**src/design/pptd_pkg.sv**
```systemverilog
package pptd_pkg;

   localparam int CAPTURE_WIDTH = 16;
   localparam int GAIN_W        = 16;
   localparam int ON_TIME_W     = 32;
   localparam int SPEED_W       = 16;
   localparam int LIMIT_W       = 8;
   localparam int COUNT_W       = LIMIT_W + 1;
   localparam int SPEED_SHIFT   = 16;
   localparam int CSR_INDEX_W   = 3;
   localparam int CSR_DATA_W    = 32;
   localparam int PRODUCT_W     = CAPTURE_WIDTH + GAIN_W;
   localparam int CMP_W         = (PRODUCT_W > ON_TIME_W) ? PRODUCT_W : ON_TIME_W;

   localparam logic OP_EDGE = 1'b0;
   localparam logic OP_TICK = 1'b1;

   localparam logic [GAIN_W-1:0]    CYCLE_GAIN_RST  = GAIN_W'(1);
   localparam logic [ON_TIME_W-1:0] MIN_ON_RST      = '0;
   localparam logic [ON_TIME_W-1:0] MAX_ON_RST      = '1;
   localparam logic [SPEED_W-1:0]   SPEED_LIMIT_RST = '1;
   localparam logic [LIMIT_W-1:0]   STOP_LIMIT_RST  = LIMIT_W'(10);
   localparam logic [LIMIT_W-1:0]   START_LIMIT_RST = LIMIT_W'(10);

   typedef enum logic [CSR_INDEX_W-1:0] {
      CSR_CYCLE_GAIN  = 3'd0,
      CSR_MIN_ON      = 3'd1,
      CSR_MAX_ON      = 3'd2,
      CSR_SPEED_LIMIT = 3'd3,
      CSR_STOP_LIMIT  = 3'd4,
      CSR_START_LIMIT = 3'd5
   } csr_index_type;

   typedef struct packed {
      logic [GAIN_W-1:0]    cycle_gain;
      logic [ON_TIME_W-1:0] min_on_time;
      logic [ON_TIME_W-1:0] max_on_time;
      logic [SPEED_W-1:0]   speed_limit;
      logic [LIMIT_W-1:0]   stop_count_limit;
      logic [LIMIT_W-1:0]   start_count_limit;
   } cfg_type;

   typedef struct packed {
      logic                     operation;
      logic [CAPTURE_WIDTH-1:0] capture_value;
      logic                     motor_stopped;
   } evt_type;

   typedef struct packed {
      logic                     expect_falling;
      logic [CAPTURE_WIDTH-1:0] rise_time;
      logic [COUNT_W-1:0]       short_pulse_count;
      logic [COUNT_W-1:0]       valid_pulse_count;
      logic [COUNT_W-1:0]       idle_tick_count;
   } state_type;

   typedef struct packed {
      logic [SPEED_W-1:0] speed_command;
      logic               speed_valid;
      logic               start_request;
      logic               stop_request;
      logic               capture_error;
   } result_type;

endpackage

```
**src/design/pptd_req_if.sv**
```systemverilog
interface pptd_req_if import pptd_pkg::*; ();
   logic                     valid;
   logic                     ready;
   logic                     operation;
   logic [CAPTURE_WIDTH-1:0] capture_value;
   logic                     motor_stopped;

   modport source (output valid, operation, capture_value, motor_stopped, input ready);
   modport sink   (input valid, operation, capture_value, motor_stopped, output ready);
endinterface

```
**src/design/pptd_rsp_if.sv**
```systemverilog
interface pptd_rsp_if import pptd_pkg::*; ();
   logic               valid;
   logic               ready;
   logic [SPEED_W-1:0] speed_command;
   logic               speed_valid;
   logic               start_request;
   logic               stop_request;
   logic               capture_error;

   modport source (output valid, speed_command, speed_valid, start_request, stop_request,
                   capture_error, input ready);
   modport sink   (input valid, speed_command, speed_valid, start_request, stop_request,
                   capture_error, output ready);
endinterface

```
**src/design/pptd_csr_if.sv**
```systemverilog
interface pptd_csr_if import pptd_pkg::*; ();
   logic                   valid;
   logic                   ready;
   logic [CSR_INDEX_W-1:0] index;
   logic [CSR_DATA_W-1:0]  data;

   modport source (output valid, index, data, input ready);
   modport sink   (input valid, index, data, output ready);
endinterface

```
**src/design/pwm_pulse_throttle_decoder_unit.sv**
```systemverilog
// Path: a beat accepted on req is registered in the event register, then decoded and
//   registered in the result register, and shown on rsp, once the result register is free.
// Throughput: one beat per cycle while rsp is not stalled, set by a 16-bit subtract,
//   a 16x16 multiply, a 32-bit subtract and compares between event and result register.
// Reset (synchronous, active high): configuration registers to their defaults,
//   decoder state and both valid flags cleared.
module pwm_pulse_throttle_decoder_unit import pptd_pkg::*; (
   input  logic        clock,
   input  logic        reset,
   pptd_req_if.sink    req_bus,
   pptd_rsp_if.source  rsp_bus,
   pptd_csr_if.sink    csr_bus
);

   cfg_type    cfg_ff,       cfg_in;
   state_type  state_ff,     state_in;
   evt_type    evt_ff,       evt_in;
   logic       evt_valid_ff, evt_valid_in;
   result_type rsp_ff,       rsp_in;
   logic       rsp_valid_ff, rsp_valid_in;

   state_type  state_next;
   result_type result;
   logic       out_free;
   logic       advance;
   logic       req_take;

   pptd_eval u_eval (
      .evt        (evt_ff),
      .state      (state_ff),
      .cfg        (cfg_ff),
      .state_next (state_next),
      .result     (result)
   );

   assign out_free          = !rsp_valid_ff || rsp_bus.ready;
   assign advance           = evt_valid_ff && out_free;
   assign req_bus.ready     = !evt_valid_ff || out_free;
   assign req_take          = req_bus.valid && req_bus.ready;
   assign csr_bus.ready     = 1'b1;

   assign rsp_bus.valid         = rsp_valid_ff;
   assign rsp_bus.speed_command = rsp_ff.speed_command;
   assign rsp_bus.speed_valid   = rsp_ff.speed_valid;
   assign rsp_bus.start_request = rsp_ff.start_request;
   assign rsp_bus.stop_request  = rsp_ff.stop_request;
   assign rsp_bus.capture_error = rsp_ff.capture_error;

   always_comb begin
      cfg_in = cfg_ff;
      if (csr_bus.valid && csr_bus.ready) begin
         unique case (csr_bus.index)
            CSR_CYCLE_GAIN:  cfg_in.cycle_gain        = csr_bus.data[GAIN_W-1:0];
            CSR_MIN_ON:      cfg_in.min_on_time       = csr_bus.data[ON_TIME_W-1:0];
            CSR_MAX_ON:      cfg_in.max_on_time       = csr_bus.data[ON_TIME_W-1:0];
            CSR_SPEED_LIMIT: cfg_in.speed_limit       = csr_bus.data[SPEED_W-1:0];
            CSR_STOP_LIMIT:  cfg_in.stop_count_limit  = csr_bus.data[LIMIT_W-1:0];
            CSR_START_LIMIT: cfg_in.start_count_limit = csr_bus.data[LIMIT_W-1:0];
            default: ;
         endcase
      end
   end

   always_comb begin
      state_in     = advance ? state_next : state_ff;
      rsp_in       = advance ? result : rsp_ff;
      rsp_valid_in = advance ? 1'b1 : (rsp_valid_ff && !rsp_bus.ready);
      evt_valid_in = req_take ? 1'b1 : (evt_valid_ff && !advance);
      evt_in       = evt_ff;
      if (req_take) begin
         evt_in.operation     = req_bus.operation;
         evt_in.capture_value = req_bus.capture_value;
         evt_in.motor_stopped = req_bus.motor_stopped;
      end
   end

   always_ff @(posedge clock) begin
      if (reset) begin
         cfg_ff.cycle_gain        <= CYCLE_GAIN_RST;
         cfg_ff.min_on_time       <= MIN_ON_RST;
         cfg_ff.max_on_time       <= MAX_ON_RST;
         cfg_ff.speed_limit       <= SPEED_LIMIT_RST;
         cfg_ff.stop_count_limit  <= STOP_LIMIT_RST;
         cfg_ff.start_count_limit <= START_LIMIT_RST;
         state_ff                 <= '0;
         evt_valid_ff             <= 1'b0;
         rsp_valid_ff             <= 1'b0;
      end else begin
         cfg_ff       <= cfg_in;
         state_ff     <= state_in;
         evt_valid_ff <= evt_valid_in;
         rsp_valid_ff <= rsp_valid_in;
      end
   end

   always_ff @(posedge clock) begin
      evt_ff <= evt_in;
      rsp_ff <= rsp_in;
   end

endmodule

```
**src/design/pptd_eval.sv**
```systemverilog
module pptd_eval import pptd_pkg::*; (
   input  evt_type    evt,
   input  state_type  state,
   input  cfg_type    cfg,
   output state_type  state_next,
   output result_type result
);

   logic [CAPTURE_WIDTH-1:0] width;
   logic [PRODUCT_W-1:0]     on_time;
   logic [CMP_W-1:0]         on_ext;
   logic [CMP_W-1:0]         min_ext;
   logic [CMP_W-1:0]         max_ext;
   logic [CMP_W-1:0]         over;
   logic [CMP_W-1:0]         scaled;
   logic                     below_min;
   logic                     above_max;
   logic                     speed_ok;
   logic [COUNT_W-1:0]       stop_lim;
   logic [COUNT_W-1:0]       start_lim;

   assign width     = evt.capture_value - state.rise_time;
   assign on_time   = PRODUCT_W'(width) * PRODUCT_W'(cfg.cycle_gain);
   assign on_ext    = CMP_W'(on_time);
   assign min_ext   = CMP_W'(cfg.min_on_time);
   assign max_ext   = CMP_W'(cfg.max_on_time);
   assign below_min = on_ext < min_ext;
   assign above_max = on_ext > max_ext;
   assign over      = on_ext - min_ext;
   assign scaled    = over >> SPEED_SHIFT;
   assign speed_ok  = scaled <= CMP_W'(cfg.speed_limit);
   assign stop_lim  = COUNT_W'(cfg.stop_count_limit);
   assign start_lim = COUNT_W'(cfg.start_count_limit);

   always_comb begin
      state_next = state;
      result     = '0;
      if (evt.operation == OP_TICK) begin
         if (!evt.motor_stopped) begin
            if (state.idle_tick_count > stop_lim) begin
               result.stop_request = 1'b1;
            end else begin
               state_next.idle_tick_count = state.idle_tick_count + COUNT_W'(1);
            end
         end
      end else if (!state.expect_falling) begin
         state_next.rise_time       = evt.capture_value;
         state_next.idle_tick_count = '0;
         state_next.expect_falling  = 1'b1;
      end else begin
         state_next.expect_falling = 1'b0;
         if (width == '0) begin
            result.capture_error = 1'b1;
         end else if (!evt.motor_stopped) begin
            if (below_min) begin
               if (state.short_pulse_count > stop_lim) begin
                  result.stop_request = 1'b1;
               end else begin
                  state_next.short_pulse_count = state.short_pulse_count + COUNT_W'(1);
               end
            end else begin
               if (speed_ok) begin
                  result.speed_command = scaled[SPEED_W-1:0];
                  result.speed_valid   = 1'b1;
               end
               state_next.short_pulse_count = '0;
            end
            state_next.valid_pulse_count = '0;
         end else begin
            if (!below_min && !above_max) begin
               if (state.valid_pulse_count > start_lim) begin
                  result.start_request = 1'b1;
               end else begin
                  state_next.valid_pulse_count = state.valid_pulse_count + COUNT_W'(1);
               end
            end else begin
               state_next.valid_pulse_count = '0;
            end
            state_next.short_pulse_count = '0;
         end
      end
   end

endmodule

```
**src/flat_wrapper.sv**
```systemverilog
// flat-port wrapper written by rule: the top's interface ports become plain ports
module pwm_pulse_throttle_decoder_unit_flat import pptd_pkg::*;
  (clock, reset, req_bus_valid, req_bus_operation, req_bus_capture_value, req_bus_motor_stopped, req_bus_ready, rsp_bus_valid, rsp_bus_speed_command, rsp_bus_speed_valid, rsp_bus_start_request, rsp_bus_stop_request, rsp_bus_capture_error, rsp_bus_ready, csr_bus_valid, csr_bus_index, csr_bus_data, csr_bus_ready);
  pptd_req_if req_bus_i ();
  pptd_rsp_if rsp_bus_i ();
  pptd_csr_if csr_bus_i ();
  input  logic clock;
  input  logic reset;
  input wire logic [$bits(req_bus_i.valid)-1:0] req_bus_valid;
  input wire logic [$bits(req_bus_i.operation)-1:0] req_bus_operation;
  input wire logic [$bits(req_bus_i.capture_value)-1:0] req_bus_capture_value;
  input wire logic [$bits(req_bus_i.motor_stopped)-1:0] req_bus_motor_stopped;
  output wire logic [$bits(req_bus_i.ready)-1:0] req_bus_ready;
  output wire logic [$bits(rsp_bus_i.valid)-1:0] rsp_bus_valid;
  output wire logic [$bits(rsp_bus_i.speed_command)-1:0] rsp_bus_speed_command;
  output wire logic [$bits(rsp_bus_i.speed_valid)-1:0] rsp_bus_speed_valid;
  output wire logic [$bits(rsp_bus_i.start_request)-1:0] rsp_bus_start_request;
  output wire logic [$bits(rsp_bus_i.stop_request)-1:0] rsp_bus_stop_request;
  output wire logic [$bits(rsp_bus_i.capture_error)-1:0] rsp_bus_capture_error;
  input wire logic [$bits(rsp_bus_i.ready)-1:0] rsp_bus_ready;
  input wire logic [$bits(csr_bus_i.valid)-1:0] csr_bus_valid;
  input wire logic [$bits(csr_bus_i.index)-1:0] csr_bus_index;
  input wire logic [$bits(csr_bus_i.data)-1:0] csr_bus_data;
  output wire logic [$bits(csr_bus_i.ready)-1:0] csr_bus_ready;
  assign req_bus_i.valid = req_bus_valid;
  assign req_bus_i.operation = req_bus_operation;
  assign req_bus_i.capture_value = req_bus_capture_value;
  assign req_bus_i.motor_stopped = req_bus_motor_stopped;
  assign req_bus_ready = req_bus_i.ready;
  assign rsp_bus_valid = rsp_bus_i.valid;
  assign rsp_bus_speed_command = rsp_bus_i.speed_command;
  assign rsp_bus_speed_valid = rsp_bus_i.speed_valid;
  assign rsp_bus_start_request = rsp_bus_i.start_request;
  assign rsp_bus_stop_request = rsp_bus_i.stop_request;
  assign rsp_bus_capture_error = rsp_bus_i.capture_error;
  assign rsp_bus_i.ready = rsp_bus_ready;
  assign csr_bus_i.valid = csr_bus_valid;
  assign csr_bus_i.index = csr_bus_index;
  assign csr_bus_i.data = csr_bus_data;
  assign csr_bus_ready = csr_bus_i.ready;
  pwm_pulse_throttle_decoder_unit u_core (.clock(clock), .reset(reset), .req_bus(req_bus_i), .rsp_bus(rsp_bus_i), .csr_bus(csr_bus_i));
endmodule
```
**config.mk**
```make
export PLATFORM = sky130hd
export DESIGN_NAME = pwm_pulse_throttle_decoder_unit_flat
export DESIGN_NICKNAME = d
export VERILOG_FILES = /design/src/design/pptd_pkg.sv /design/src/design/pptd_req_if.sv /design/src/design/pptd_rsp_if.sv /design/src/design/pptd_csr_if.sv /design/src/design/pwm_pulse_throttle_decoder_unit.sv /design/src/design/pptd_eval.sv /design/src/flat_wrapper.sv
export SDC_FILE = /design/constraint.sdc
export NUM_CORES = 1
export LEC_CHECK = 0
export BUFFER_PORTS_ARGS = -buffer_cell sky130_fd_sc_hd__buf_2
export CORE_ASPECT_RATIO = 0.7
export CORE_MARGIN = 5
export CORE_UTILIZATION = 60
export CTS_BUF_LIST = sky130_fd_sc_hd__clkbuf_16
export DETAILED_ROUTE_END_ITERATION = 10
export GPL_TIMING_DRIVEN = 0
export PLACE_DENSITY = 0.8
export SETUP_SLACK_MARGIN = 0.2
export SYNTH_ARGS = -nofsm -noshare
export SYNTH_HDL_FRONTEND = slang
export SYNTH_HIERARCHICAL = 1
export SYNTH_SLANG_ARGS = --single-unit
```
**constraint.sdc**
```tcl
create_clock -name clock -period 23 [get_ports clock]
set_clock_uncertainty 0.1 [all_clocks]
set_input_delay 3.45 -clock clock [delete_from_list [all_inputs] [get_ports clock]]
set_output_delay 3.45 -clock clock [all_outputs]
set_load 0.01 [all_outputs]
```
# After elaboration in Yosys (flattened, before gate mapping)
# Cells that the tools add are included.
[word_totals] mem_bits_ro=0 in_bits=58 mem_count=0 out_inout_bits=23 elab_cells=102 register_bits=196 latchBits=0 mem_bits_rw=0
[op_classes] div=0 n_lt_le_gt_ge=6 reduce_logical=30 n_shift=0 mux=23 bitwise=6 addsub=5 n_eq_ne=10 n_mul=1
[ops] operator="$mux W9" count=8
[ops] operator="$gt A32 B32 Y1" count=1
[ops] operator="$lt A32 B32 Y1" count=1
[ops] operator="$mul A16 B16 Y32" count=1
[ops] operator="$sub A32 B32 Y32" count=1
[ops] operator="$add A9 B1 Y9 const B" count=3
[ops] operator="$gt A9 B8 Y1" count=3
[ops] operator="$mux W18" count=1
[ops] operator="$mux W17" count=1
[ops] operator="$le A16 B16 Y1" count=1
[ops] operator="$logic_not A16 Y1" count=1
[ops] operator="$sub A16 B16 Y16" count=1
[ops] operator="$reduce_and A2 Y1" count=7
[ops] operator="$mux W1" count=12
[ops] operator="$reduce_and A5 Y1" count=2
[ops] operator="$reduce_or A5 Y1" count=2
[ops] operator="$eq A3 B2 Y1 const B" count=2
[ops] operator="$eq A3 B3 Y1 const B" count=2
[ops] operator="$logic_not A1 Y1" count=6
[ops] operator="$ne A2 B2 Y1 const B" count=3
[ops] operator="$not A1 Y1" count=6
[ops] operator="$reduce_or A6 Y1" count=1
[ops] operator="$logic_and A1 B1 Y1" count=5
[ops] operator="$reduce_and A4 Y1" count=1
[ops] operator="other kinds (8)" count=9

# Longest topological paths before layout
[depth] word_depth=8 ltp_mapped=51 depth_no_buf=48

# By module
# The synthesis kept the hierarchy.
[modules_own_cells] module="pptd_eval" n_inst=1 seq_area_each_um2=0.0 area_each_um2=13491.7 cells_each=1735
[modules_own_cells] module="pwm_pulse_throttle_decoder_unit" n_inst=1 seq_area_each_um2=4304.1 area_each_um2=7110.6 cells_each=705

# Worst setup path before layout
# No wires, ideal clock.
[synth_timing] path_type="reg2reg" from="register u_core/evt_ff[1] in the netlist's numbering" to="register u_core.rsp_ff, in the netlist u_core/rsp_bus.speed_command[14] (data pin)" period_less_slack_ns=10.710 slack_ns=12.290 t_arrival_ns=10.475 n_path_buf=3 path_stages_with_launch=49 t_required_ns=22.765 setup_ns=0.135 path_cell_list="edfxtp_1 -> inv_1 -> ha_1 -> inv_1 -> fa_1 -> a211oi_1 -> o21bai_1 -> a2111o_1 -> nand3_1 -> and2_1 -> clkbuf_1 -> nand2_1 -> fa_1 -> fa_1 -> inv_1 -> fa_1 -> inv_1 -> fa_1 -> [... 13 more ...] -> a221oi_1 -> nand2_1 -> o21ai_0 -> nand2_1 -> a211oi_1 -> nor2_1 -> ha_1 -> a21o_1 -> a21o_1 -> a21oi_1 -> nor2_1 -> a211oi_1 -> mux2_2 -> a31oi_1 -> or4_1 -> buf_6 -> buf_8 -> nor2_2"
[synth_between] elab_chain_len=6 word_cells_on_any_way=8 cone_classes="add/sub: 2; mul: 1; order compare: 2; bitwise: 1; reduce/logical: 2"
[synth_lines] element="start, declared" line="pwm_pulse_throttle_decoder_unit.sv:17" source="evt_type evt_ff, evt_in;"
[synth_lines] element="start signal, assigned" line="pwm_pulse_throttle_decoder_unit.sv:97" source="evt_ff <= evt_in;"
[synth_lines] element="$sub A16 B16 Y16 *" line="pptd_eval.sv:22" source="assign width = evt.capture_value - state.rise_time;"
[synth_lines] element="$mul A16 B16 Y32" line="pptd_eval.sv:23" source="assign on_time = PRODUCT_W'(width) * PRODUCT_W'(cfg.cycle_gain);"
[synth_lines] element="$sub A32 B32 Y32" line="pptd_eval.sv:29" source="assign over = on_ext - min_ext;"
[synth_lines] element="$le A16 B16 Y1" line="pptd_eval.sv:31" source="assign speed_ok = scaled <= CMP_W'(cfg.speed_limit);"
[synth_lines] element="$not A1 Y1 (no source line)"
[synth_lines] element="$reduce_or A6 Y1 (no source line)"
[synth_lines] element="end signal, assigned" line="pwm_pulse_throttle_decoder_unit.sv:98" source="rsp_ff <= rsp_in;"
[synth_lines] element="end, declared" line="pwm_pulse_throttle_decoder_unit.sv:19" source="result_type rsp_ff, rsp_in;"
# Every way passes the cells marked *; elsewhere a longest branch is shown, timed or not.
# A chain may end at the register's enable or synchronous reset.

# Final worst setup path
[layout_timing] from="register u_core/evt_ff[1] in the netlist's numbering" to="register u_core.rsp_ff, in the netlist u_core/rsp_bus.speed_command[7] (data pin)"
# The elaborated chain is that of the path after synthesis.

==> impl_results.md <==
* Status: completed
* Post-Syn Area at 0.0206 sq mm
* Gr ovfl total at 0
* Depth of the CTS H-tree at 4
* Core area at 0.0337 sq mm
* Required @ worst endpoint at 23.22 ns
* CP dominant cell by count: fa_1
* Xor/xnor share of the synthesized area at 2.13%
* Final Hold Fails at 0
* CTS root buffer: clkbuf_16
* Iter 0 DRT Violations at 1,758
* Count of state elements after synthesis at 196
* Die area at 0.0382 sq mm
* Layout cells sized above 1 at 7.10%
* Post-synth EDFFs at 38
* CTS sink cnt at 196
* Drt wl/cell at 18.8 microns
* Worst-path clk slew at 0.08 ns
* Post-synth ARST share at 0%
* Pre-CTS setup slack at 10.23 ns
* Slew @ Worst Pin at 1.24 ns
* Final setup vio count at 0
* RSZ-0062 raised after global routing: false
* Fmax at 75.5 MHz
* PortBufs at 78
* Pin count of the biggest net entering global routing at 30
* Vias/cell at 5.90
* Main synth FF type: dfxtp_1
* Die H at 165 microns
* Setup Fix Bufs, Post-CTS at 0
* Largest family of logic cells by synthesized area: adder cells
* Drt total wl at 56,500 microns
* HP Class: reg2reg
* Crit path kind: reg2reg
* Vias in the first global route at 17,700
* Antenna Cells at 0
* Slowest stage delay, CP at 0.65 ns
* Vias at 17,800
* Multiplexer area fraction after synthesis at 3.07%
* Antenna viol nets, final at 0
* Ports at 81
* Area share of the largest cell type after synthesis at 18.9%
* Post-Syn Nets at 2,918
* Row count at 56
* First-pass GRT wire length at 91,100 microns
* Synth area leader: fa_1
* CP Launch Type: register
* Synth Area in Adders at 32.6%
* Max-cap viol count at 0
* Synth top area cells: fa_1 (19%), dfxtp_1 (15%), ha_1 (14%)
* Fillers at 2,816
* Post-CTS Resized at 0
* Post-synthesis cell type count at 84
* Tcrit/Tclk final at 57.6%
* CTS Buf Count at 17
* Clock buffer depth at 2
* Post-DP HPWL at 45,300 microns
* Drc violations at 0
* Post-CTS Hold Fix Bufs at 0
* Synth Area in Compound Gates at 11.4%
* # nets final at 3,015
* Avg Inst Size Synth at 8.44 sq um
* Total negative slack at 0 ns
* Final GP Congestion at 0.995
* LEAKAGE at 10.3 nW
* Max Fanout on Critical Path at 10
* Fin worst setup slack at 9.75 ns
* Total power at 1.26 mW
* Area Overhead vs Synth at 7.71%
* Crit-path slowest cell: xor2_1
* Rel. slew slack at 17.2%
* Initial antenna violation count at 1
* Peak VDD IR at 0.0579 mV
* CTS tree: done
* Syn Inst Count at 2,440
* Final min period at 13.25 ns
* Simple-Gate Fraction of Synth Area at 20.6%
* Die Width at 231 microns
* Yosys warning count at 6
* Max Slew Vio Count at 0
* Worst EP arrival at 13.47 ns
* CP Capture Type: register
* Sequential share of the synthesized area at 20.9%
* GRT Total Usage at 29.8%
* Final Hold Slack at 0.357 ns
* Pre-antenna DRT Iters at 6
* Pwr dens at 56.8 mW/mm^2
* Starting Density at 61.1%
* Clock latency on the worst-skew pair at 0.46 ns
layer usage:
metal / up-vias / routed length, microns / global-route usage [%]
met2: 850 / 24800 / 47.0
met4: 4 / 1090 / 6.67
met1: 8621 / 24900 / 41.4
met3: 111 / 5660 / 8.06
met5: - / 34 / 0
li1: 8182 / - / -
metrics by stage:
step           cells  util, %  area [sq um]
2_1_floorplan   2440        -         20600
3_3_place_gp    2982     64.0         21600
3_5_place_dp    2982     64.0         21600
4_1_cts         3014     65.8         22200
5_1_grt         3014     65.8         22200
6_report        3014     65.8         22200
where the power goes:
group	switching, mW	total, mW	internal [mW]
Clock	0.140	0.322	0.181
Sequential	0.00631	0.366	0.359
Combinational	0.366	0.573	0.207
Total	0.512	1.26	0.747
flip-flops by register name (all words and copies together), names as in the netlist:
| signal | flops |
|---|---|
| u_core/cfg_ff | 112 |
| u_core/state_ff | 44 |
| u_core/evt_ff | 18 |
| u_core/rsp_bus.speed_command | 16 |
| u_core/evt_valid_ff | 1 |
| u_core/rsp_bus.capture_error | 1 |
| u_core/rsp_bus.speed_valid | 1 |
| u_core/rsp_bus.start_request | 1 |
| u_core/rsp_bus.stop_request | 1 |
| u_core/rsp_bus.valid | 1 |
cell families after synthesis:
family | Yosys count
AOI/OAI and AO/OA | 376
xor gates and xnor gates | 48
adders and majority gates | 420
buffers and inverters | 484
DFF | 196
muxes | 63
other | 1
and+or+nand+nor | 852
path summary, 6_finish.rpt:
kind                     startpoint                         endpoint  slack [ns]  cells past startpoint
hold reg to reg   u_core/cfg_ff[83]                u_core/cfg_ff[83]        0.36                      2
setup / recovery   u_core/evt_ff[1]  u_core/rsp_bus.speed_command[7]        9.75                     48
setup reg to reg   u_core/evt_ff[1]  u_core/rsp_bus.speed_command[7]        9.75                     48
hold / removal    u_core/cfg_ff[83]                u_core/cfg_ff[83]        0.36                      2
placed cells by master, fill, tap and decap left out, types with 23 or more instances in the layout:
cell and count:
edfxtp_1 38, o21ai_0 60, ha_1 225, nor2b_1 37
a21o_1 30, nor2_1 90, o21a_1 23, nand2b_1 100
dfxtp_1 158, a21oi_1 151, nand2_1 329, nand4_1 29
mux2i_1 62, clkbuf_1 64, fa_1 195, buf_2 107
inv_1 382, nor3_1 87, xnor2_1 33, and2_1 72
and3_1 25
worst max-delay path: cells and delay by family, from the launching register on:
family	cells	cell delay (ns)
buf+inv	8	1.25
mux	1	0.24
compound gates	16	3.93
fa+ha+maj	11	4.62
xor+xnor	2	0.88
flops	1	0.39
simple gates	10	1.68
synthesized netlist by cell type (4+ instances only):
library cell	instances
inv_1	379
nand2_1	329
ha_1	225
fa_1	195
dfxtp_1	158
a21oi_1	152
nand2b_1	100
nor2_1	90
nor3_1	87
and2_1	72
clkbuf_1	64
mux2i_1	62
o21ai_0	60
edfxtp_1	38
nor2b_1	37
xnor2_1	33
a21o_1	30
buf_2	29
nand4_1	29
and3_1	25
o21a_1	23
a211oi_1	20
nand3_1	19
xor2_1	14
a31oi_1	11
nor4_1	11
or2_2	11
nor2_2	9
o31ai_1	9
o211ai_1	8
o21ai_1	7
o22ai_1	7
or3_1	7
nor3b_1	5
a211o_1	4
buf_1	4
buf_6	4
o21bai_1	4
cell type report:
cell class                 count  area, sq um  share of cell area [%]
clock buffer                  17          425                    1.92
multi-input combinational   1760        14400                    64.9
inverter                     380         1430                    6.43
buffer                       104          475                    2.14
tap                          464          581                    2.62
sequential                   196         4300                    19.4
timing repair buffer          78          390                    1.76
clock inverter                15          188                   0.846
No activity file was read; power rests on OpenSTA's default activity.
